`config.mk`:
```
export PLATFORM = sky130hd
export DESIGN_NAME = bounded_array_list
export DESIGN_NICKNAME = d
export VERILOG_FILES = /design/src/rtl/core/bal_pkg.sv /design/src/rtl/core/bounded_array_list.sv /design/src/rtl/core/bal_ctrl.sv /design/src/rtl/core/bal_dp.sv
export SDC_FILE = /design/constraint.sdc
export NUM_CORES = 2
export LEC_CHECK = 0
export BUFFER_PORTS_ARGS = -buffer_cell sky130_fd_sc_hd__clkbuf_2
export CAP_MARGIN = 5
export CORE_ASPECT_RATIO = 1.2
export CORE_MARGIN = 4
export CORE_UTILIZATION = 40
export DETAILED_ROUTE_END_ITERATION = 7
export PLACE_DENSITY = 0.53
export REMOVE_ABC_BUFFERS = 1
export SLEW_MARGIN = 30
export SYNTH_ARGS = -nofsm -noshare
export SYNTH_HDL_FRONTEND = slang
export SYNTH_SLANG_ARGS = --single-unit
```
`constraint.sdc`:
```
create_clock -name clk -period 10.4 [get_ports clk]
set_input_delay 0.52 -clock clk [delete_from_list [all_inputs] [get_ports clk]]
set_output_delay 0.52 -clock clk [all_outputs]
set_load 0.05 [all_outputs]
```
`src/rtl/core/bal_pkg.sv`:
```
// Shared types and constants for the bounded array list.
`default_nettype none

package bal_pkg;

  localparam int MAX_RECORDS = 16;
  localparam int IDX_W       = $clog2(MAX_RECORDS);
  localparam int CNT_W       = $clog2(MAX_RECORDS + 1);
  localparam int CMP_W       = 8;

  localparam int CMD_W    = 3;
  localparam int TAG_W    = 32;
  localparam int AGE_W    = 8;
  localparam int POS_W    = 4;
  localparam int STAT_W   = 2;
  localparam int OCNT_W   = 5;
  localparam int OIDX_W   = 4;
  localparam int CAP_W    = 5;

  localparam logic [CAP_W-1:0] CAP_RESET = CAP_W'(16);

  localparam logic [CMD_W-1:0] CMD_INS_FRONT  = 3'd0;
  localparam logic [CMD_W-1:0] CMD_APPEND     = 3'd1;
  localparam logic [CMD_W-1:0] CMD_REM_FRONT  = 3'd2;
  localparam logic [CMD_W-1:0] CMD_REM_END    = 3'd3;
  localparam logic [CMD_W-1:0] CMD_REM_AT     = 3'd4;
  localparam logic [CMD_W-1:0] CMD_LIST       = 3'd5;

  localparam logic [STAT_W-1:0] STAT_OK        = 2'd0;
  localparam logic [STAT_W-1:0] STAT_FULL      = 2'd1;
  localparam logic [STAT_W-1:0] STAT_EMPTY     = 2'd2;
  localparam logic [STAT_W-1:0] STAT_BAD_INDEX = 2'd3;

  typedef struct packed {
    logic [TAG_W-1:0] tag;
    logic [AGE_W-1:0] age;
    logic             gender;
  } rec_t;

  typedef struct packed {
    logic accept;
    logic list_step;
  } ctrl_cmd_t;

  typedef struct packed {
    logic empty;
    logic list_last;
  } dp_sts_t;

endpackage

`default_nettype wire

```
`src/rtl/core/bounded_array_list.sv`:
```
// Top level of the bounded array list.
//
// Usage: an item (command and record fields) is taken at a rising edge with
// start high and busy low. Each result appears for one cycle with out_valid
// high; the receiver cannot hold results off and must take every one.
// An item's result is registered and shows in the cycle after it is taken.
// Insert, append and the three removals leave busy low, so such items can
// be issued every cycle.
// List returns one result per held record, one per cycle, with
// out_last_result on the final one; busy is high while the controller's
// list state walks the remaining cells.
// An empty list gives one result with the empty status.
// cfg_capacity_limit is written with cfg_valid and cfg_ready (always high);
// users must make writes only while no item is in progress; not enforced.
// Reset (rst_n low, synchronous) empties the list, sets the limit to 16 and
// drops any pending result. Record contents are not cleared.
`default_nettype none

module bounded_array_list
  import bal_pkg::*;
(
  input  wire logic              clk,
  input  wire logic              rst_n,
  input  wire logic              start,
  output logic                   busy,
  input  wire logic [CMD_W-1:0]  in_command,
  input  wire logic [TAG_W-1:0]  in_record_tag,
  input  wire logic [AGE_W-1:0]  in_record_age,
  input  wire logic              in_record_gender,
  input  wire logic [POS_W-1:0]  in_position,
  input  wire logic              cfg_valid,
  output logic                   cfg_ready,
  input  wire logic [CAP_W-1:0]  cfg_capacity_limit,
  output logic                   out_valid,
  output logic [STAT_W-1:0]      out_status,
  output logic [OCNT_W-1:0]      out_entry_count,
  output logic [OIDX_W-1:0]      out_index,
  output logic [TAG_W-1:0]       out_tag,
  output logic [AGE_W-1:0]       out_age,
  output logic                   out_gender,
  output logic                   out_last_result
);

  ctrl_cmd_t cmd;
  dp_sts_t   sts;

  assign cfg_ready = 1'b1;

  bal_ctrl u_ctrl (
    .clk        (clk),
    .rst_n      (rst_n),
    .start      (start),
    .in_command (in_command),
    .sts        (sts),
    .cmd        (cmd),
    .busy       (busy)
  );

  bal_dp u_dp (
    .clk                (clk),
    .rst_n              (rst_n),
    .cmd                (cmd),
    .sts                (sts),
    .in_command         (in_command),
    .in_record_tag      (in_record_tag),
    .in_record_age      (in_record_age),
    .in_record_gender   (in_record_gender),
    .in_position        (in_position),
    .cfg_wr             (cfg_valid && cfg_ready),
    .cfg_capacity_limit (cfg_capacity_limit),
    .out_valid          (out_valid),
    .out_status         (out_status),
    .out_entry_count    (out_entry_count),
    .out_index          (out_index),
    .out_tag            (out_tag),
    .out_age            (out_age),
    .out_gender         (out_gender),
    .out_last_result    (out_last_result)
  );

endmodule

`default_nettype wire

```
`src/rtl/core/bal_ctrl.sv`:
```
// Controller for the bounded array list: idle and listing states.
`default_nettype none

module bal_ctrl
  import bal_pkg::*;
(
  input  wire logic             clk,
  input  wire logic             rst_n,
  input  wire logic             start,
  input  wire logic [CMD_W-1:0] in_command,
  input  wire dp_sts_t          sts,
  output ctrl_cmd_t             cmd,
  output logic                  busy
);

  typedef enum logic [1:0] {
    S_IDLE = 2'b01,
    S_LIST = 2'b10
  } state_t;

  state_t state_r, state_nxt;

  always_comb begin
    cmd.accept    = start && (state_r == S_IDLE);
    cmd.list_step = (state_r == S_LIST);
    busy          = (state_r != S_IDLE);
  end

  always_comb begin
    state_nxt = state_r;
    case (state_r)
      S_IDLE: begin
        if (cmd.accept && (in_command == CMD_LIST) && !sts.empty && !sts.list_last) begin
          state_nxt = S_LIST;
        end
      end
      S_LIST: begin
        if (sts.list_last) begin
          state_nxt = S_IDLE;
        end
      end
      default: state_nxt = S_IDLE;
    endcase
  end

  always_ff @(posedge clk) begin
    if (!rst_n) begin
      state_r <= S_IDLE;
    end else begin
      state_r <= state_nxt;
    end
  end

endmodule

`default_nettype wire

```
`src/rtl/core/bal_dp.sv`:
```
// Datapath for the bounded array list: record cells, count, limit and result registers.
`default_nettype none

module bal_dp
  import bal_pkg::*;
(
  input  wire logic              clk,
  input  wire logic              rst_n,
  input  wire ctrl_cmd_t         cmd,
  output dp_sts_t                sts,
  input  wire logic [CMD_W-1:0]  in_command,
  input  wire logic [TAG_W-1:0]  in_record_tag,
  input  wire logic [AGE_W-1:0]  in_record_age,
  input  wire logic              in_record_gender,
  input  wire logic [POS_W-1:0]  in_position,
  input  wire logic              cfg_wr,
  input  wire logic [CAP_W-1:0]  cfg_capacity_limit,
  output logic                   out_valid,
  output logic [STAT_W-1:0]      out_status,
  output logic [OCNT_W-1:0]      out_entry_count,
  output logic [OIDX_W-1:0]      out_index,
  output logic [TAG_W-1:0]       out_tag,
  output logic [AGE_W-1:0]       out_age,
  output logic                   out_gender,
  output logic                   out_last_result
);

  rec_t              cells_r   [MAX_RECORDS];
  rec_t              cells_nxt [MAX_RECORDS];
  logic [CNT_W-1:0]  count_r, count_nxt;
  logic [CAP_W-1:0]  cap_r;
  logic [IDX_W-1:0]  idx_r, idx_nxt;
  logic [IDX_W-1:0]  rd_idx;
  rec_t              rd_rec;
  rec_t              new_rec;

  logic              full;
  logic              bad_pos;
  logic              do_ins_front;
  logic              do_append;
  logic              do_shift;
  logic              do_dec;
  logic [CMP_W-1:0]  shift_from;
  logic [STAT_W-1:0] op_status;

  logic              out_valid_r;
  logic [STAT_W-1:0] out_status_r;
  logic [OCNT_W-1:0] out_count_r;
  logic [OIDX_W-1:0] out_index_r;
  rec_t              out_rec_r;
  logic              out_last_r;

  assign new_rec = '{tag: in_record_tag, age: in_record_age, gender: in_record_gender};

  assign full = (CMP_W'(count_r) >= CMP_W'(cap_r)) ||
                (CMP_W'(count_r) >= CMP_W'(MAX_RECORDS));
  assign bad_pos = CMP_W'(in_position) >= CMP_W'(count_r);

  assign rd_idx        = cmd.list_step ? idx_r : '0;
  assign rd_rec        = cells_r[rd_idx];
  assign sts.empty     = (count_r == '0);
  assign sts.list_last = ((CNT_W'(rd_idx) + CNT_W'(1)) == count_r);

  // decode the accepted item
  always_comb begin
    do_ins_front = 1'b0;
    do_append    = 1'b0;
    do_shift     = 1'b0;
    do_dec       = 1'b0;
    shift_from   = '0;
    op_status    = STAT_OK;
    case (in_command)
      CMD_INS_FRONT: begin
        if (full) op_status = STAT_FULL;
        else do_ins_front = 1'b1;
      end
      CMD_APPEND: begin
        if (full) op_status = STAT_FULL;
        else do_append = 1'b1;
      end
      CMD_REM_FRONT: begin
        if (sts.empty) op_status = STAT_EMPTY;
        else begin
          do_shift = 1'b1;
          do_dec   = 1'b1;
        end
      end
      CMD_REM_END: begin
        if (sts.empty) op_status = STAT_EMPTY;
        else do_dec = 1'b1;
      end
      CMD_REM_AT: begin
        if (sts.empty) op_status = STAT_EMPTY;
        else if (bad_pos) op_status = STAT_BAD_INDEX;
        else begin
          do_shift   = 1'b1;
          do_dec     = 1'b1;
          shift_from = CMP_W'(in_position);
        end
      end
      CMD_LIST: begin
        if (sts.empty) op_status = STAT_EMPTY;
      end
      default: op_status = STAT_OK;
    endcase
  end

  always_comb begin
    for (int i = 0; i < MAX_RECORDS; i++) begin
      cells_nxt[i] = cells_r[i];
      if (cmd.accept) begin
        if (do_ins_front) begin
          cells_nxt[i] = (i == 0) ? new_rec : cells_r[(i == 0) ? 0 : i - 1];
        end else if (do_append && (CMP_W'(i) == CMP_W'(count_r))) begin
          cells_nxt[i] = new_rec;
        end else if (do_shift && (CMP_W'(i) >= shift_from) && (i < MAX_RECORDS - 1)) begin
          cells_nxt[i] = cells_r[(i < MAX_RECORDS - 1) ? i + 1 : i];
        end
      end
    end
  end

  always_comb begin
    count_nxt = count_r;
    if (cmd.accept) begin
      if (do_ins_front || do_append) count_nxt = count_r + CNT_W'(1);
      else if (do_dec) count_nxt = count_r - CNT_W'(1);
    end
  end

  assign idx_nxt = rd_idx + IDX_W'(1);

  always_ff @(posedge clk) begin
    for (int i = 0; i < MAX_RECORDS; i++) begin
      cells_r[i] <= cells_nxt[i];
    end
    idx_r <= idx_nxt;
  end

  always_ff @(posedge clk) begin
    if (!rst_n) begin
      count_r     <= '0;
      cap_r       <= CAP_RESET;
      out_valid_r <= 1'b0;
    end else begin
      count_r     <= count_nxt;
      out_valid_r <= cmd.accept || cmd.list_step;
      if (cfg_wr) cap_r <= cfg_capacity_limit;
    end
  end

  // result payload
  always_ff @(posedge clk) begin
    if (cmd.list_step ||
        (cmd.accept && (in_command == CMD_LIST) && !sts.empty)) begin
      out_status_r <= STAT_OK;
      out_count_r  <= OCNT_W'(count_r);
      out_index_r  <= OIDX_W'(rd_idx);
      out_rec_r    <= rd_rec;
      out_last_r   <= sts.list_last;
    end else if (cmd.accept) begin
      out_status_r <= op_status;
      out_count_r  <= OCNT_W'(count_nxt);
      out_index_r  <= '0;
      out_rec_r    <= '0;
      out_last_r   <= 1'b1;
    end
  end

  assign out_valid       = out_valid_r;
  assign out_status      = out_status_r;
  assign out_entry_count = out_count_r;
  assign out_index       = out_index_r;
  assign out_tag         = out_rec_r.tag;
  assign out_age         = out_rec_r.age;
  assign out_gender      = out_rec_r.gender;
  assign out_last_result = out_last_r;

  a_count_bound: assert property (@(posedge clk) disable iff (!rst_n)
    CMP_W'(count_r) <= CMP_W'(MAX_RECORDS))
    else $error("record count above capacity");

  a_item_result: assert property (@(posedge clk) disable iff (!rst_n)
    (cmd.accept || cmd.list_step) |=> out_valid_r)
    else $error("item produced no result");

  a_count_hold: assert property (@(posedge clk) disable iff (!rst_n)
    !cmd.accept |=> $stable(count_r))
    else $error("count changed without an item");

  a_step_exclusive: assert property (@(posedge clk) disable iff (!rst_n)
    !(cmd.accept && cmd.list_step))
    else $error("item accepted while listing");

endmodule

`default_nettype wire
```
==> metrics.log <==
INFO  metric run_status = complete, no violations
INFO  metric dp.final_hpwl = 74200 microns
INFO  metric p_sw_frac = 0.286
INFO  metric vias_in_the_first_global_route = 30700
INFO  metric grt_first_pass_wirelength = 207000 microns
INFO  metric cts.repair.resized = 0
INFO  metric layout_worst_path_cycle_share = 0.493
INFO  metric drt-total-wl = 141000 microns
INFO  metric share_comb_of_total_power = 0.140
INFO  metric grt_start_max_net_pins = 240
INFO  metric clkPwrFrac = 0.369
INFO  metric routabilityCongestion = 0.789
INFO  metric fin_crit = 5.13 ns
INFO  metric worst_clock_skew = 0.0238 ns
INFO  metric cellInternalPower = 5.47 mW
INFO  metric setup.reg_to_reg.worst_slack = 5.27 ns
INFO  metric rows = 128
INFO  metric cts_max_path_buffers = 3
INFO  metric r2r_cells = 10
INFO  metric dr.pass1.iters = 6
INFO  metric worst-slew-pin-transition = 1.06 ns
INFO  metric max_freq = 0.195 GHz
INFO  metric p_switching = 2.19 mW
INFO  metric worst_hold_path_class = primary input to flip-flop
INFO  metric final_slew_violations = 0
INFO  metric maxCapViolCount = 0
INFO  metric antenna_violations_before_repair = 3
INFO  metric synth_area_per_cell = 10.3 sq um
INFO  metric synth_flop_cell = sky130_fd_sc_hd__edfxtp_1
INFO  metric report.final.setup_viol = 0
INFO  metric cts_made_buffers = 81
INFO  metric drc = 0
INFO  metric yosysWarnings = 0
INFO  metric largest_family_of_logic_cells_by_synthesized_area = multiplexers
INFO  metric synth_enable_flop_cells = 707
INFO  metric fin_cells = 5308
INFO  metric synth_seq_area_share = 0.524
INFO  metric end_kind = flip-flop
INFO  metric dieArea = 0.108 sq mm
INFO  metric cts.sinks = 726
INFO  metric gr-usage-all-layers = 0.252
INFO  metric synth_xor_xnor_area_share = 0.00170
INFO  metric placeableCoreArea = 0.102 sq mm
INFO  metric die_h = 360 microns
INFO  metric synth-simple-area-share = 0.103
INFO  metric io_pins = 113
INFO  metric detailroute.via_count = 31800
INFO  metric clk-insertion-delay-late = 0.65 ns
INFO  metric ant_nets = 0
INFO  metric netlist-cell-type-count = 63
INFO  metric critPathLaunchType = flip-flop
INFO  metric criticalPathCategory = flip-flop to flip-flop
INFO  metric hold_buffers = 0
INFO  metric clk_pin_slew_worst_paths = 0.06 ns
INFO  metric postSynth.asyncResetShare = 0
INFO  metric cts_htree_levels = 3
INFO  metric critPathLaunch = u_dp.count_r[0]
INFO  metric crit_required = 10.79 ns
INFO  metric floorplan.die.width = 301 microns
INFO  metric drt-wirelength-per-cell = 26.5 microns
INFO  metric dpl-instance-area = 0.0428 sq mm
INFO  metric effective_utilization_at_floorplan = 0.405
INFO  metric synthTopCellsByArea = sky130_fd_sc_hd__edfxtp_1 52%, sky130_fd_sc_hd__mux2i_1 16%, sky130_fd_sc_hd__nand2_1 8.0%, sky130_fd_sc_hd__o21ai_0 7.6%, sky130_fd_sc_hd__mux2_2 2.2%
INFO  metric drt_iter0_drcs = 3229
INFO  metric syn-cell-area = 0.0412 sq mm
INFO  metric timing.slew.headroom = 0.295
INFO  metric finish.instance_area = 0.0453 sq mm
INFO  metric cell_count_after_placement = 5160
INFO  metric rr_startpoint = u_dp.count_r[0]
INFO  metric globalRoute.totalOverflow = 0
INFO  metric ys_ff_latch = 726
INFO  metric final-hold-violation-count = 0
INFO  metric cts_tree = yes
INFO  metric placement.io_buffers = 111
INFO  metric post_route_cells_drive_above_1_share = 0.103
INFO  metric crit_path_end = u_dp.cells_r[15][23]
INFO  metric cell_type_with_the_largest_total_area_after_synthesis = sky130_fd_sc_hd__edfxtp_1
INFO  metric grt_setup_unrepaired = false
INFO  metric design.final.nets = 3952
INFO  metric cp.arrival = 5.52 ns
INFO  metric vdd_ir_drop_max = 103 uV
INFO  metric synthAdderAreaFrac = 0.00486
INFO  metric power-per-cell-area = 169 mW/mm^2
INFO  metric synth_largest_type_area_fraction = 0.515
INFO  metric power.sequential.fraction = 0.491
INFO  metric clock-root-buffer = sky130_fd_sc_hd__clkbuf_16
INFO  metric utilization = 0.445
INFO  metric post_synth_mux_area_share = 0.183
INFO  metric p_leak = 16.7 nW
INFO  metric detail_route.vias_per_cell = 5.98
INFO  metric tns = 0 ns
INFO  metric critical_path.max_fanout = 106
INFO  metric synthCells = 3998
INFO  metric regToRegEndpoint = u_dp.cells_r[15][23]
INFO  metric synth-compound-area-share = 0.143
INFO  metric synthToLayoutAreaGrowth = 9.93%
INFO  metric postCtsSetupRepairBufs = 0
[routing by layer]
metal | global-route usage | up-vias | share of wire
met4 | 0.0749 | 4 | 0.025
met3 | 0.0336 | 199 | 0.061
li1 | - | 14500 | -
met1 | 0.360 | 16000 | 0.45
met5 | 0 | - | 0.00017
met2 | 0.400 | 1121 | 0.46
[metrics by stage]
step / hold WS (ns) / setup slack, ns / power, mW
finish: 0.108 / 5.27 / 7.66
global route: 0.0892 / 4.94 / 7.95
CTS: 0.0676 / 5.22 / 7.70
detailed placement: 0.476 / 5.23 / 4.88
global placement: 0.469 / 5.35 / 4.86
floorplan: 0.460 / -21.89 / 4.61
[area by class of cell]
class	instances	area, sq um
repair buffers	170	1110
diodes	3	7.51
inverters	24	110
clock buffers	110	2190
fillers	9926	56600
clock inverters	34	264
flip-flops and latches	726	21600
multi-input cells	2876	18300
well taps	1365	1710
[registers in the layout, summed over array words and instances, names as in the netlist]
name	flops
u_dp.cells_r	656
u_dp.out_tag	32
u_dp.out_age	8
u_dp.cap_r	5
u_dp.count_r	5
u_dp.out_entry_count	5
u_dp.idx_r	4
u_dp.out_index	4
u_ctrl.state_r	2
u_dp.out_status	2
u_dp.out_gender	1
u_dp.out_last_result	1
u_dp.out_valid	1
[critical path, stage by stage, from the launching register on]
cell	delay [ns]
sky130_fd_sc_hd__dfxtp_1	0.42
sky130_fd_sc_hd__inv_1	0.18
sky130_fd_sc_hd__ha_1	0.30
sky130_fd_sc_hd__nand2b_4	0.15
sky130_fd_sc_hd__a211oi_4	0.31
sky130_fd_sc_hd__nor2_1	0.17
sky130_fd_sc_hd__nor4_4	0.35
sky130_fd_sc_hd__buf_4	0.77
sky130_fd_sc_hd__buf_4	0.86
sky130_fd_sc_hd__buf_4	0.80
sky130_fd_sc_hd__mux2_2	0.41
[power by group through the flow]
stage          logic (mW)  clock network, mW  registers (mW)
2_1_floorplan       0.768                  0            3.84
3_3_place_gp         1.05                  0            3.82
3_5_place_dp         1.07                  0            3.81
4_1_cts              1.07               2.87            3.75
5_1_grt              1.18               2.99            3.78
6_report             1.07               2.83            3.76
[how the worst min path moves through the flow]
stage,from,endpoint,slack (ns),depth (start not counted)
final,cfg_capacity_limit[4],u_dp.cap_r[4],0.11,3
after global routing,cfg_capacity_limit[4],u_dp.cap_r[4],0.09,3
after CTS,cfg_capacity_limit[4],u_dp.cap_r[4],0.07,3
after detailed placement,u_dp.out_status[0],u_dp.out_status[0],0.48,2
after global placement,u_dp.out_status[0],u_dp.out_status[0],0.47,2
after floorplan,u_dp.cap_r[1],u_dp.cap_r[1],0.46,2
[Yosys cell counts (all sizes together) (2+ instances only)]
cell	count
nand2b	7
inv	23
mux2	82
nand2	881
or3	4
nor2	25
o21a	2
nor4b	2
clkbuf	224
a31oi	56
and2	7
and3	7
edfxtp	707
nand3	92
nor4	2
o22ai	2
o21ai	669
a21oi	179
o31ai	2
a22oi	41
a211o	2
nand4	5
a211oi	3
nor3	8
or2	3
nor2b	3
o211ai	5
xnor2	6
a221oi	82
mux2i	661
nand3b	2
xor2	2
nor3b	3
dfxtp	19
buf	148
ha	16
[kinds of logic after synthesis]
family | after synthesis
DFF | 726
buffers and inverters | 396
other | 1
AOI/OAI and AO/OA | 1055
muxes | 743
adders and majority gates | 16
and+or+nand+nor | 1053
xor gates and xnor gates | 8
[cells in the final DEF, fill, tap and decap left out, drive strengths merged, types with 3 or more instances in the layout]
cell / count
and2: 7
a22oi: 41
a211oi: 3
nand2: 881
clkinv: 26
edfxtp: 707
nor3b: 3
nor3: 8
a31oi: 56
or2: 3
mux2i: 661
ha: 16
nand4: 5
buf: 59
mux2: 82
diode: 3
nand2b: 7
a221oi: 82
a21oi: 179
xnor2: 6
o211ai: 5
bufinv: 4
nand3: 92
o21ai: 669
dfxtp: 19
clkbuf: 221
and3: 7
nor2b: 3
or3: 4
inv: 26
nor2: 25
No activity file was read; power rests on OpenSTA's default activity.
